--- config.mk ---
export PLATFORM = sky130hd
export DESIGN_NAME = pulsed_heading_turn_controller_core_flat
export DESIGN_NICKNAME = d
export VERILOG_FILES = /design/src/hdl/phtc_pkg.sv /design/src/hdl/phtc_if.sv /design/src/hdl/phtc_front.sv /design/src/hdl/phtc_ctrl.sv /design/src/hdl/pulsed_heading_turn_controller_core.sv /design/src/flat_wrapper.sv
export VERILOG_INCLUDE_DIRS = /design/src /design/src/hdl
export SDC_FILE = /design/constraint.sdc
export NUM_CORES = 1
export LEC_CHECK = 0
export BUFFER_PORTS_ARGS = -buffer_cell sky130_fd_sc_hd__buf_2
export CAP_MARGIN = 20
export CELL_PAD_IN_SITES_DETAIL_PLACEMENT = 2
export CELL_PAD_IN_SITES_GLOBAL_PLACEMENT = 2
export CORE_MARGIN = 3
export CORE_UTILIZATION = 35
export DETAILED_ROUTE_END_ITERATION = 8
export GPL_TIMING_DRIVEN = 0
export MAX_ROUTING_LAYER = met4
export PLACE_DENSITY = 0.84
export SYNTH_ARGS = -nofsm -noshare
export SYNTH_HDL_FRONTEND = slang
export SYNTH_SLANG_ARGS = --single-unit
--- constraint.sdc ---
create_clock -name clk_i -period 11 [get_ports clk_i]
set_input_delay 1.1 -clock clk_i [delete_from_list [all_inputs] [get_ports clk_i]]
set_output_delay 1.1 -clock clk_i [all_outputs]
set_load 0.01 [all_outputs]
--- src/hdl/pulsed_heading_turn_controller_core_macros.svh ---
// Assertion helpers used by the controller RTL (phtc_ctrl).
`ifndef PULSED_HEADING_TURN_CONTROLLER_CORE_MACROS_SVH
`define PULSED_HEADING_TURN_CONTROLLER_CORE_MACROS_SVH

// Same-cycle implication, checked outside reset.
`define PHTC_ASSERT_IMP(lbl, clk, rstn, ante, cons, msg) \
  lbl: assert property (@(posedge clk) disable iff (!rstn) (ante) |-> (cons)) \
    else $error(msg);

// Next-cycle implication, checked outside reset.
`define PHTC_ASSERT_NXT(lbl, clk, rstn, ante, cons, msg) \
  lbl: assert property (@(posedge clk) disable iff (!rstn) (ante) |=> (cons)) \
    else $error(msg);

`endif

--- src/hdl/phtc_pkg.sv ---
`default_nettype none

package phtc_pkg;

  localparam int ELAPSED_WIDTH_DEF = 17;
  localparam int TIMEOUT_W         = 17;
  localparam int CFG_DATA_W        = 17;
  localparam int CFG_IDX_W         = 3;
  localparam int PRODUCT_W         = 18;

  localparam int FULL_TURN = 3600;
  localparam int HALF_TURN = 1800;

  // floor(q / 225) == (q * RECIP_225) >> RECIP_SHIFT for q below 2^15
  localparam int RECIP_225   = 4772186;
  localparam int RECIP_SHIFT = 30;

  localparam logic [10:0] TOLERANCE_RST = 11'd50;
  localparam logic [6:0]  MIN_SPEED_RST = 7'd35;
  localparam logic [6:0]  MAX_SPEED_RST = 7'd50;
  localparam logic [15:0] PULSE_RST     = 16'd150;
  localparam logic [15:0] SETTLE_RST    = 16'd300;
  localparam logic [16:0] TIMEOUT_RST   = 17'd20000;

  typedef enum logic [1:0] {
    REQ_START = 2'd0,
    REQ_TICK  = 2'd1,
    REQ_STOP  = 2'd2,
    REQ_QUERY = 2'd3
  } req_e;

  typedef enum logic [2:0] {
    STAT_IDLE     = 3'd0,
    STAT_PULSING  = 3'd1,
    STAT_SETTLING = 3'd2,
    STAT_ARRIVED  = 3'd3,
    STAT_TIMEOUT  = 3'd4,
    STAT_STOPPED  = 3'd5
  } status_e;

  typedef enum logic [1:0] {
    MODE_IDLE   = 2'd0,
    MODE_PULSE  = 2'd1,
    MODE_SETTLE = 2'd2
  } mode_e;

  typedef enum logic [2:0] {
    CFG_TOLERANCE = 3'd0,
    CFG_MIN_SPEED = 3'd1,
    CFG_MAX_SPEED = 3'd2,
    CFG_PULSE     = 3'd3,
    CFG_SETTLE    = 3'd4,
    CFG_TIMEOUT   = 3'd5
  } cfg_idx_e;

  typedef struct packed {
    logic [10:0] tolerance_tenths;
    logic [6:0]  min_speed;
    logic [6:0]  max_speed;
    logic [15:0] pulse_ticks;
    logic [15:0] settle_ticks;
    logic [16:0] timeout_ticks;
  } cfg_t;

  // Item handed from the error stage to the sequencer.
  typedef struct packed {
    req_e                   req;
    logic                   arrived;
    logic                   neg;
    logic [PRODUCT_W-1:0]   product;
  } mid_t;

  typedef struct packed {
    logic signed [7:0] steer;
    status_e           status;
    logic              advance;
  } res_t;

endpackage

`default_nettype wire

--- src/hdl/phtc_if.sv ---
`default_nettype none

interface phtc_req_if;
  logic                valid;
  logic                ready;
  logic [1:0]          req_type;
  logic signed [16:0]  target_tenths;
  logic [11:0]         heading_tenths;

  modport source (output valid, output req_type, output target_tenths,
                  output heading_tenths, input ready);
  modport sink (input valid, input req_type, input target_tenths,
                input heading_tenths, output ready);
endinterface

interface phtc_res_if;
  logic               valid;
  logic               ready;
  logic signed [7:0]  steer;
  logic [2:0]         status;
  logic               advance;

  modport source (output valid, output steer, output status, output advance,
                  input ready);
  modport sink (input valid, input steer, input status, input advance,
                output ready);
endinterface

`default_nettype wire

--- src/hdl/phtc_front.sv ---
`default_nettype none

module phtc_front (
  input  wire                 clk_i,
  input  wire                 rst_ni,
  input  phtc_pkg::cfg_t      cfg_i,
  phtc_req_if.sink            req_in,
  input  wire                 mid_take_i,
  output logic                mid_valid_o,
  output phtc_pkg::mid_t      mid_o
);

  typedef struct packed {
    phtc_pkg::req_e req;
    logic [11:0]    target;
    logic [11:0]    heading;
  } in_t;

  logic        iv_q, iv_d;
  in_t         in_q;
  logic        mv_q, mv_d;
  phtc_pkg::mid_t mid_q, mid_d;
  logic [11:0] tgt_q, tgt_d;
  logic        mid_ready;
  logic        in_take;

  // Wrap a signed target into 0..3599 by binary long division.
  function automatic logic [11:0] wrap_target(input logic signed [16:0] t);
    logic signed [18:0] s;
    logic [17:0]        u;
    s = 19'(t) + 19'sd68400;
    u = s[17:0];
    for (int i = 5; i >= 0; i--) begin
      if (u >= (18'(phtc_pkg::FULL_TURN) << i)) begin
        u = u - (18'(phtc_pkg::FULL_TURN) << i);
      end
    end
    return u[11:0];
  endfunction

  assign mid_ready    = !mv_q || mid_take_i;
  assign req_in.ready = !iv_q || mid_ready;
  assign in_take      = req_in.valid && req_in.ready;
  assign iv_d         = in_take ? 1'b1 : (mid_ready ? 1'b0 : iv_q);
  assign mv_d         = mid_ready ? iv_q : mv_q;

  // Target only moves on a start; track it as items leave the input stage.
  assign tgt_d = (iv_q && mid_ready && in_q.req == phtc_pkg::REQ_START) ?
                 in_q.target : tgt_q;

  always_comb begin
    logic [11:0] tgt_eff;
    logic [13:0] d;
    logic [11:0] r;
    logic [10:0] mag;
    logic [6:0]  span;
    tgt_eff = (in_q.req == phtc_pkg::REQ_START) ? in_q.target : tgt_q;
    d = 14'(tgt_eff) + 14'(2 * phtc_pkg::FULL_TURN) - 14'(in_q.heading);
    if (d >= 14'(2 * phtc_pkg::FULL_TURN)) begin
      d = d - 14'(2 * phtc_pkg::FULL_TURN);
    end
    if (d >= 14'(phtc_pkg::FULL_TURN)) begin
      d = d - 14'(phtc_pkg::FULL_TURN);
    end
    r = d[11:0];
    // Fold into (-1800, 1800]: keep magnitude and sign apart.
    if (r > 12'(phtc_pkg::HALF_TURN)) begin
      mag       = 11'(12'(phtc_pkg::FULL_TURN) - r);
      mid_d.neg = 1'b1;
    end else begin
      mag       = r[10:0];
      mid_d.neg = 1'b0;
    end
    span = (cfg_i.max_speed >= cfg_i.min_speed) ?
           (cfg_i.max_speed - cfg_i.min_speed) : 7'd0;
    mid_d.req     = in_q.req;
    mid_d.arrived = (mag <= cfg_i.tolerance_tenths);
    mid_d.product = phtc_pkg::PRODUCT_W'(mag) * phtc_pkg::PRODUCT_W'(span);
  end

  always_ff @(posedge clk_i or negedge rst_ni) begin
    if (!rst_ni) begin
      iv_q  <= 1'b0;
      mv_q  <= 1'b0;
      tgt_q <= '0;
    end else begin
      iv_q  <= iv_d;
      mv_q  <= mv_d;
      tgt_q <= tgt_d;
    end
  end

  always_ff @(posedge clk_i) begin
    if (in_take) begin
      in_q.req     <= phtc_pkg::req_e'(req_in.req_type);
      in_q.target  <= wrap_target(req_in.target_tenths);
      in_q.heading <= req_in.heading_tenths;
    end
    if (iv_q && mid_ready) begin
      mid_q <= mid_d;
    end
  end

  assign mid_valid_o = mv_q;
  assign mid_o       = mid_q;

endmodule

`default_nettype wire

--- src/hdl/phtc_ctrl.sv ---
`default_nettype none

`include "pulsed_heading_turn_controller_core_macros.svh"

module phtc_ctrl #(
  parameter int ELAPSED_WIDTH = phtc_pkg::ELAPSED_WIDTH_DEF
) (
  input  wire                 clk_i,
  input  wire                 rst_ni,
  input  phtc_pkg::cfg_t      cfg_i,
  input  wire                 mid_valid_i,
  input  phtc_pkg::mid_t      mid_i,
  output logic                mid_take_o,
  phtc_res_if.source          res_out
);

  localparam int CMP_W = (ELAPSED_WIDTH > phtc_pkg::TIMEOUT_W) ?
                         ELAPSED_WIDTH : phtc_pkg::TIMEOUT_W;
  localparam int QW    = phtc_pkg::PRODUCT_W - 3;
  localparam int RW    = QW + 23;

  phtc_pkg::mode_e          mode_q, mode_d;
  logic [15:0]              phase_q, phase_d;
  logic [ELAPSED_WIDTH-1:0] elapsed_q, elapsed_d, elapsed_inc;
  logic signed [7:0]        held_q, held_d;
  logic                     ov_q;
  phtc_pkg::res_t           res_q, res_d;

  logic                     out_adv;
  logic                     take;
  logic [RW-1:0]            recip;
  logic [6:0]               quot;
  logic [7:0]               speed;
  logic signed [7:0]        eval_steer;
  logic [15:0]              pulse_load, settle_load;
  logic                     timed_out;

  assign out_adv    = !ov_q || res_out.ready;
  assign take       = mid_valid_i && out_adv;
  assign mid_take_o = out_adv;

  // Speed = min + floor(|e| * span / 1800); divide by 8 then by 225.
  assign recip      = RW'(mid_i.product[phtc_pkg::PRODUCT_W-1:3]) *
                      RW'(phtc_pkg::RECIP_225);
  assign quot       = recip[phtc_pkg::RECIP_SHIFT +: 7];
  assign speed      = 8'(cfg_i.min_speed) + 8'(quot);
  assign eval_steer = mid_i.neg ? -$signed(speed) : $signed(speed);

  assign pulse_load  = (cfg_i.pulse_ticks == 16'd0) ? 16'd1 : cfg_i.pulse_ticks;
  assign settle_load = (cfg_i.settle_ticks == 16'd0) ? 16'd1 : cfg_i.settle_ticks;

  assign elapsed_inc = (elapsed_q == '1) ? elapsed_q : elapsed_q + 1'b1;
  assign timed_out   = CMP_W'(elapsed_inc) > CMP_W'(cfg_i.timeout_ticks);

  // Next state.
  always_comb begin
    mode_d    = mode_q;
    phase_d   = phase_q;
    elapsed_d = elapsed_q;
    held_d    = held_q;
    if (take) begin
      case (mid_i.req)
        phtc_pkg::REQ_START: begin
          elapsed_d = '0;
          if (mid_i.arrived) begin
            mode_d = phtc_pkg::MODE_IDLE;
            held_d = '0;
          end else begin
            mode_d  = phtc_pkg::MODE_PULSE;
            held_d  = eval_steer;
            phase_d = pulse_load;
          end
        end
        phtc_pkg::REQ_TICK: begin
          if (mode_q != phtc_pkg::MODE_IDLE) begin
            elapsed_d = elapsed_inc;
            if (phase_q > 16'd1) begin
              phase_d = phase_q - 16'd1;
            end else if (mode_q == phtc_pkg::MODE_PULSE) begin
              mode_d  = phtc_pkg::MODE_SETTLE;
              phase_d = settle_load;
            end else if (timed_out || mid_i.arrived) begin
              mode_d = phtc_pkg::MODE_IDLE;
              held_d = '0;
            end else begin
              mode_d  = phtc_pkg::MODE_PULSE;
              held_d  = eval_steer;
              phase_d = pulse_load;
            end
          end
        end
        phtc_pkg::REQ_STOP: begin
          mode_d  = phtc_pkg::MODE_IDLE;
          held_d  = '0;
          phase_d = '0;
        end
        default: begin
        end
      endcase
    end
  end

  // Result of the item under evaluation.
  always_comb begin
    res_d.steer   = '0;
    res_d.status  = phtc_pkg::STAT_IDLE;
    res_d.advance = 1'b0;
    case (mid_i.req)
      phtc_pkg::REQ_START: begin
        if (mid_i.arrived) begin
          res_d.status  = phtc_pkg::STAT_ARRIVED;
          res_d.advance = 1'b1;
        end else begin
          res_d.steer  = eval_steer;
          res_d.status = phtc_pkg::STAT_PULSING;
        end
      end
      phtc_pkg::REQ_TICK: begin
        if (mode_q == phtc_pkg::MODE_IDLE) begin
          res_d.status = phtc_pkg::STAT_IDLE;
        end else if (phase_q > 16'd1) begin
          if (mode_q == phtc_pkg::MODE_PULSE) begin
            res_d.steer  = held_q;
            res_d.status = phtc_pkg::STAT_PULSING;
          end else begin
            res_d.status = phtc_pkg::STAT_SETTLING;
          end
        end else if (mode_q == phtc_pkg::MODE_PULSE) begin
          res_d.status = phtc_pkg::STAT_SETTLING;
        end else if (timed_out) begin
          res_d.status  = phtc_pkg::STAT_TIMEOUT;
          res_d.advance = 1'b1;
        end else if (mid_i.arrived) begin
          res_d.status  = phtc_pkg::STAT_ARRIVED;
          res_d.advance = 1'b1;
        end else begin
          res_d.steer  = eval_steer;
          res_d.status = phtc_pkg::STAT_PULSING;
        end
      end
      phtc_pkg::REQ_STOP: begin
        res_d.status = phtc_pkg::STAT_STOPPED;
      end
      default: begin
        case (mode_q)
          phtc_pkg::MODE_PULSE: begin
            res_d.steer  = held_q;
            res_d.status = phtc_pkg::STAT_PULSING;
          end
          phtc_pkg::MODE_SETTLE: res_d.status = phtc_pkg::STAT_SETTLING;
          default:               res_d.status = phtc_pkg::STAT_IDLE;
        endcase
      end
    endcase
  end

  always_ff @(posedge clk_i or negedge rst_ni) begin
    if (!rst_ni) begin
      mode_q    <= phtc_pkg::MODE_IDLE;
      phase_q   <= '0;
      elapsed_q <= '0;
      held_q    <= '0;
      ov_q      <= 1'b0;
    end else begin
      mode_q    <= mode_d;
      phase_q   <= phase_d;
      elapsed_q <= elapsed_d;
      held_q    <= held_d;
      if (out_adv) begin
        ov_q <= mid_valid_i;
      end
    end
  end

  always_ff @(posedge clk_i) begin
    if (take) begin
      res_q <= res_d;
    end
  end

  assign res_out.valid   = ov_q;
  assign res_out.steer   = res_q.steer;
  assign res_out.status  = res_q.status;
  assign res_out.advance = res_q.advance;

  `PHTC_ASSERT_IMP(a_adv_only_at_end, clk_i, rst_ni, ov_q && res_q.advance,
    res_q.status == phtc_pkg::STAT_ARRIVED || res_q.status == phtc_pkg::STAT_TIMEOUT,
    "advance raised on a result that does not end a turn")
  `PHTC_ASSERT_IMP(a_steer_only_pulse, clk_i, rst_ni, ov_q && res_q.steer != 8'sd0,
    res_q.status == phtc_pkg::STAT_PULSING, "steer driven outside a pulse")
  `PHTC_ASSERT_IMP(a_idle_no_steer, clk_i, rst_ni, mode_q == phtc_pkg::MODE_IDLE,
    held_q == 8'sd0, "held steer left over in idle")
  `PHTC_ASSERT_IMP(a_phase_live, clk_i, rst_ni, mode_q != phtc_pkg::MODE_IDLE,
    phase_q != 16'd0, "pulse or settle phase with empty count")
  `PHTC_ASSERT_NXT(a_start_clears, clk_i, rst_ni,
    take && mid_i.req == phtc_pkg::REQ_START, elapsed_q == '0,
    "start did not clear elapsed ticks")

endmodule

`default_nettype wire

--- src/hdl/pulsed_heading_turn_controller_core.sv ---
// Pulsed heading turn controller: bang-bang compass turn in tenths of a degree.
// Channels: req_in carries one request per transfer (start with a target,
// tick with the current compass heading, stop, query); res_out returns exactly one
// result per request: steer percent, status code and the advance flag.
// Configuration registers (tolerance, speeds, pulse, settle and timeout
// ticks) are written through cfg_we_i/cfg_idx_i/cfg_data_i; the user writes
// them only while idle (the block does not enforce it); unknown indexes are ignored.
// A result is presented once its request has passed the input register, the
// error register and the result register, in that order.
// Throughput: one request per cycle unless res_out stalls; each stage holds one
// item and moves whenever the stage after it is empty or moving, so a new request
// is taken while a finished result still waits in the result register.
// When res_out stalls, results hold and the stages fill up; req_in.ready
// drops only once all three stages are occupied.
// Reset (rst_ni low, asynchronous) empties the pipeline, returns the turn
// to idle with zero target, count, elapsed ticks and steer, and loads the
// register defaults.
`default_nettype none

module pulsed_heading_turn_controller_core #(
  parameter int ELAPSED_WIDTH = phtc_pkg::ELAPSED_WIDTH_DEF
) (
  input  wire                                 clk_i,
  input  wire                                 rst_ni,
  input  wire                                 cfg_we_i,
  input  wire [phtc_pkg::CFG_IDX_W-1:0]       cfg_idx_i,
  input  wire [phtc_pkg::CFG_DATA_W-1:0]      cfg_data_i,
  phtc_req_if.sink                            req_in,
  phtc_res_if.source                          res_out
);

  phtc_pkg::cfg_t cfg_q;
  logic           mid_valid;
  logic           mid_take;
  phtc_pkg::mid_t mid;

  // Register file: one write per enabled cycle, no read-back.
  always_ff @(posedge clk_i or negedge rst_ni) begin
    if (!rst_ni) begin
      cfg_q.tolerance_tenths <= phtc_pkg::TOLERANCE_RST;
      cfg_q.min_speed        <= phtc_pkg::MIN_SPEED_RST;
      cfg_q.max_speed        <= phtc_pkg::MAX_SPEED_RST;
      cfg_q.pulse_ticks      <= phtc_pkg::PULSE_RST;
      cfg_q.settle_ticks     <= phtc_pkg::SETTLE_RST;
      cfg_q.timeout_ticks    <= phtc_pkg::TIMEOUT_RST;
    end else if (cfg_we_i) begin
      case (phtc_pkg::cfg_idx_e'(cfg_idx_i))
        phtc_pkg::CFG_TOLERANCE: cfg_q.tolerance_tenths <= cfg_data_i[10:0];
        phtc_pkg::CFG_MIN_SPEED: cfg_q.min_speed        <= cfg_data_i[6:0];
        phtc_pkg::CFG_MAX_SPEED: cfg_q.max_speed        <= cfg_data_i[6:0];
        phtc_pkg::CFG_PULSE:     cfg_q.pulse_ticks      <= cfg_data_i[15:0];
        phtc_pkg::CFG_SETTLE:    cfg_q.settle_ticks     <= cfg_data_i[15:0];
        phtc_pkg::CFG_TIMEOUT:   cfg_q.timeout_ticks    <= cfg_data_i[16:0];
        default: begin
          // drop writes to unused indexes
        end
      endcase
    end
  end

  // Wrap the target, form the shortest error and the speed product.
  phtc_front u_front (
    .clk_i       (clk_i),
    .rst_ni      (rst_ni),
    .cfg_i       (cfg_q),
    .req_in      (req_in),
    .mid_take_i  (mid_take),
    .mid_valid_o (mid_valid),
    .mid_o       (mid)
  );

  // Pulse / settle sequencing, speed scaling and the result register.
  phtc_ctrl #(
    .ELAPSED_WIDTH (ELAPSED_WIDTH)
  ) u_ctrl (
    .clk_i       (clk_i),
    .rst_ni      (rst_ni),
    .cfg_i       (cfg_q),
    .mid_valid_i (mid_valid),
    .mid_i       (mid),
    .mid_take_o  (mid_take),
    .res_out     (res_out)
  );

endmodule

`default_nettype wire
--- src/flat_wrapper.sv ---
// flat-port wrapper written by rule: the top's interface ports become plain ports
module pulsed_heading_turn_controller_core_flat 
#(
  parameter int ELAPSED_WIDTH = phtc_pkg::ELAPSED_WIDTH_DEF
)
  (clk_i, rst_ni, cfg_we_i, cfg_idx_i, cfg_data_i, req_in_valid, req_in_req_type, req_in_target_tenths, req_in_heading_tenths, req_in_ready, res_out_valid, res_out_steer, res_out_status, res_out_advance, res_out_ready);
  phtc_req_if req_in_i ();
  phtc_res_if res_out_i ();
  input  wire clk_i;
  input  wire rst_ni;
  input  wire cfg_we_i;
  input  wire [phtc_pkg::CFG_IDX_W-1:0] cfg_idx_i;
  input  wire [phtc_pkg::CFG_DATA_W-1:0] cfg_data_i;
  input wire logic [$bits(req_in_i.valid)-1:0] req_in_valid;
  input wire logic [$bits(req_in_i.req_type)-1:0] req_in_req_type;
  input wire logic [$bits(req_in_i.target_tenths)-1:0] req_in_target_tenths;
  input wire logic [$bits(req_in_i.heading_tenths)-1:0] req_in_heading_tenths;
  output wire logic [$bits(req_in_i.ready)-1:0] req_in_ready;
  output wire logic [$bits(res_out_i.valid)-1:0] res_out_valid;
  output wire logic [$bits(res_out_i.steer)-1:0] res_out_steer;
  output wire logic [$bits(res_out_i.status)-1:0] res_out_status;
  output wire logic [$bits(res_out_i.advance)-1:0] res_out_advance;
  input wire logic [$bits(res_out_i.ready)-1:0] res_out_ready;
  assign req_in_i.valid = req_in_valid;
  assign req_in_i.req_type = req_in_req_type;
  assign req_in_i.target_tenths = req_in_target_tenths;
  assign req_in_i.heading_tenths = req_in_heading_tenths;
  assign req_in_ready = req_in_i.ready;
  assign res_out_valid = res_out_i.valid;
  assign res_out_steer = res_out_i.steer;
  assign res_out_status = res_out_i.status;
  assign res_out_advance = res_out_i.advance;
  assign res_out_i.ready = res_out_ready;
  pulsed_heading_turn_controller_core #(.ELAPSED_WIDTH(ELAPSED_WIDTH)) u_core (.clk_i(clk_i), .rst_ni(rst_ni), .cfg_we_i(cfg_we_i), .cfg_idx_i(cfg_idx_i), .cfg_data_i(cfg_data_i), .req_in(req_in_i), .res_out(res_out_i));
endmodule
==> flow_metrics.env <==
export IMPL_status="completed"
export IMPL_clockBufferDepth=2
export IMPL_worstPathMaxFanout=10
export IMPL_finClkSkew_ns=0.0226
export IMPL_netlist_instances=2184
export IMPL_synthTopCellsByCount="284 x inv_1, 267 x ha_1, 171 x nand2_1, 132 x nor2_1, 126 x fa_1"
export IMPL_synth_largest_area_cell="ha_1"
export IMPL_slew_viol_final=0
export IMPL_synth_edf_count=57
export IMPL_yosysMostFrequentCell="inv_1"
export IMPL_dr_wl_met3_um=1800
export IMPL_syn_area_sq_um=20800
export IMPL_die_area_sq_um=62300
export IMPL_ctsHoldBuffers=0
export IMPL_grt_max_degree=79
export IMPL_routabilityCongestion=0.861
export IMPL_wirelength_um=73700
export IMPL_synth_top_area_frac=0.161
export IMPL_ios=70
export IMPL_detail_route_vias_per_cell=5.61
export IMPL_final_hold_violation_count=0
export IMPL_hold_class="reg2reg"
export IMPL_placed_area_sq_um=22100
export IMPL_drc=0
export IMPL_vias=17300
export IMPL_synth_area_leaders="ha_1 16%, dfrtp_1 13%, fa_1 12%"
export IMPL_fillers=6280
export IMPL_antenna_found_initial=0
export IMPL_clk_latency_ns=0.50
export IMPL_final_period_utilization=0.986
export IMPL_route_layer_met1_wl_um=30300
export IMPL_timing_final_crit_period_ns=10.85
export IMPL_area_delta_synth_final_pct=13.2
export IMPL_final_area_sq_um=23500
export IMPL_grt_ovfl_total=0
export IMPL_num_rows=88
export IMPL_slew_headroom=0.261
export IMPL_ctsHtreeMaxLevel=4
export IMPL_cts_buffers=17
export IMPL_cts_sinks=189
export IMPL_cts_root_buffer="clkbuf_16"
export IMPL_crit_path_start_kind="flip-flop"
export IMPL_slowest_delay_ns=0.56
export IMPL_setup_violations=0
export IMPL_drtAntennaViolNets=0
export IMPL_drive_above_1_share=0.174
export IMPL_fmax_mhz=92.2
export IMPL_initial_core_util=0.357
export IMPL_crit_path_end_kind="flip-flop"
export IMPL_wire_per_inst_um=23.8
export IMPL_ys_types=112
export IMPL_worstPathArrival_ns=11.10
export IMPL_place_port_buffers=66
export IMPL_wl_met2_um=39600
export IMPL_max_cap_viol_count=0
export IMPL_ys_async_sr_fraction=0.698
export IMPL_synth_flop_cell="dfrtp_1"
export IMPL_clk_pin_slew_worst_paths_ns=0.08
export IMPL_slowest_stage="fa_1"
export IMPL_first_global_vias=20000
export IMPL_final_nets=2761
export IMPL_cts_tree="yes"
export IMPL_die_w_um=250
export IMPL_cp_data_required_time_ns=11.25
export IMPL_top_layer="met4"
export IMPL_dp_hpwl_um=56000
export IMPL_track_usage=0.236
export IMPL_syn_num_nets=2633
export IMPL_drtIter0Drc=928
export IMPL_yosys_register_bits=189
export IMPL_dr_pass1_iters=5
export IMPL_grt_pass1_wl_um=114000
export IMPL_yosysSeqAreaShare=0.243
export IMPL_core_area_sq_um=58100
export IMPL_avgSynthCellArea_sq_um=9.50
export IMPL_tightest_slew_ns=1.10
export IMPL_die_h_um=250
export IMPL_crit_type="reg2reg"
export IMPL_diodes=0
export IMPL_yosys_warnings=0
-- final timing paths --
| check | start | end | slack, ns | cells after the start |
|---|---|---|---|---|
| min in group asynchronous | rst_ni | u_core.u_front.tgt_q[10] | 0.59 | 1 |
| worst max-delay path | u_core.u_front.in_q[24] | u_core.u_front.mid_o[16] | 0.15 | 47 |
| worst min register to register | u_core.u_ctrl.held_q[5] | u_core.u_ctrl.held_q[5] | 0.49 | 2 |
| max in group asynchronous | rst_ni | u_core.cfg_q[57] | 9.55 | 2 |
| worst max register to register | u_core.u_front.in_q[24] | u_core.u_front.mid_o[16] | 0.15 | 47 |
| worst min-delay path | u_core.u_ctrl.held_q[5] | u_core.u_ctrl.held_q[5] | 0.49 | 2 |
-- cells by family (layout without fill, tap and decap cells) --
| group | Yosys count | count (layout) | share of synthesized area |
|---|---|---|---|
| buffers and inverters | 334 | 475 | 0.0617 |
| DFF | 189 | 189 | 0.243 |
| adders and majority gates | 393 | 393 | 0.282 |
| muxes | 113 | 113 | 0.0608 |
| xor gates and xnor gates | 124 | 124 | 0.0541 |
| and+or+nand+nor | 595 | 595 | 0.145 |
| AOI/OAI and AO/OA | 436 | 436 | 0.153 |
-- layer usage --
metal  up-vias  GRT usage
met5         -          -
met4         0     0.0706
met3       122     0.0320
met2       278      0.427
met1      8982      0.271
li1       7945          -
-- state kept, by name, indices dropped and copies added (netlist names) --
register                       cells
u_core.u_front.tgt_q              12
u_core.u_ctrl.res_out.status       3
u_core.u_ctrl.held_q               8
u_core.u_ctrl.res_out.advance      1
u_core.u_ctrl.phase_q             16
u_core.u_front.in_q               26
u_core.cfg_q                      74
u_core.u_ctrl.res_out.valid        1
u_core.u_ctrl.mode_q               2
u_core.u_ctrl.res_out.steer        8
u_core.u_front.mid_o              19
u_core.u_front.iv_q                1
u_core.u_ctrl.elapsed_q           17
u_core.u_front.mid_valid_o         1
-- critical path: cells and delay by family, from the launching register on --
kind	cells	cell delay [ns]
compound gates	18	3.49
fa+ha+maj	8	3.27
simple gates	9	1.38
buf+inv	8	1.16
flops	1	0.46
xor+xnor	3	0.43
mux	1	0.35
-- repair_timing --
action,CTS,global route
pin swaps,11,24
cloned,0,0
setup buffers,16,23
resized for setup,44,42
setup endpoints to repair,14,8
-- final cells by class --
| class | instances | area, sq um | area share |
|---|---|---|---|
| clock buffers | 17 | 425 | 0.0181 |
| well taps | 765 | 957 | 0.0407 |
| repair buffers | 110 | 728 | 0.0310 |
| flip-flops and latches | 189 | 5040 | 0.215 |
| plain buffers | 49 | 233 | 0.00990 |
| clock inverters | 15 | 196 | 0.00836 |
| multi-input cells | 1661 | 14800 | 0.632 |
| inverters | 284 | 1070 | 0.0454 |
-- cell usage in the layout, fill, tap and decap left out, drive strengths merged, types with 18 or more instances in the layout --
cell	synthesis	layout
inv	284	291
ha	267	267
nand2	172	172
nor2	132	132
fa	126	126
buf	9	120
dfrtp	110	110
mux2	99	99
a21oi	94	94
o21ai	85	85
xnor2	84	84
edfxtp	57	57
clkbuf	41	56
nand3	50	50
xor2	40	40
a21o	35	35
nor3	32	32
nand2b	28	28
nand4	26	26
nor2b	26	26
nor4	24	24
dfstp	22	22
and2	20	20
and3	19	19
o211ai	19	19
o311ai	18	18
-- metrics by stage --
stage | worst slack, ns | setup TNS (ns) | std cells | hold slack, ns | util
2_1_floorplan | 0.0636 | 0 | 2184 | 0.427 | -
3_3_place_gp | -1.89 | -13.13 | 3015 | 0.453 | 0.379
3_5_place_dp | -2.59 | -20.33 | 3018 | 0.465 | 0.380
4_1_cts | 0.00770 | 0 | 3065 | 0.485 | 0.397
5_1_grt | -0.224 | -0.558 | 3090 | 0.518 | 0.404
6_report | 0.149 | 0 | 3090 | 0.488 | 0.404
Power is left out: the tool's default activity adds up to more than one toggle a clock period on the data nets, which glitch-free logic cannot reach.
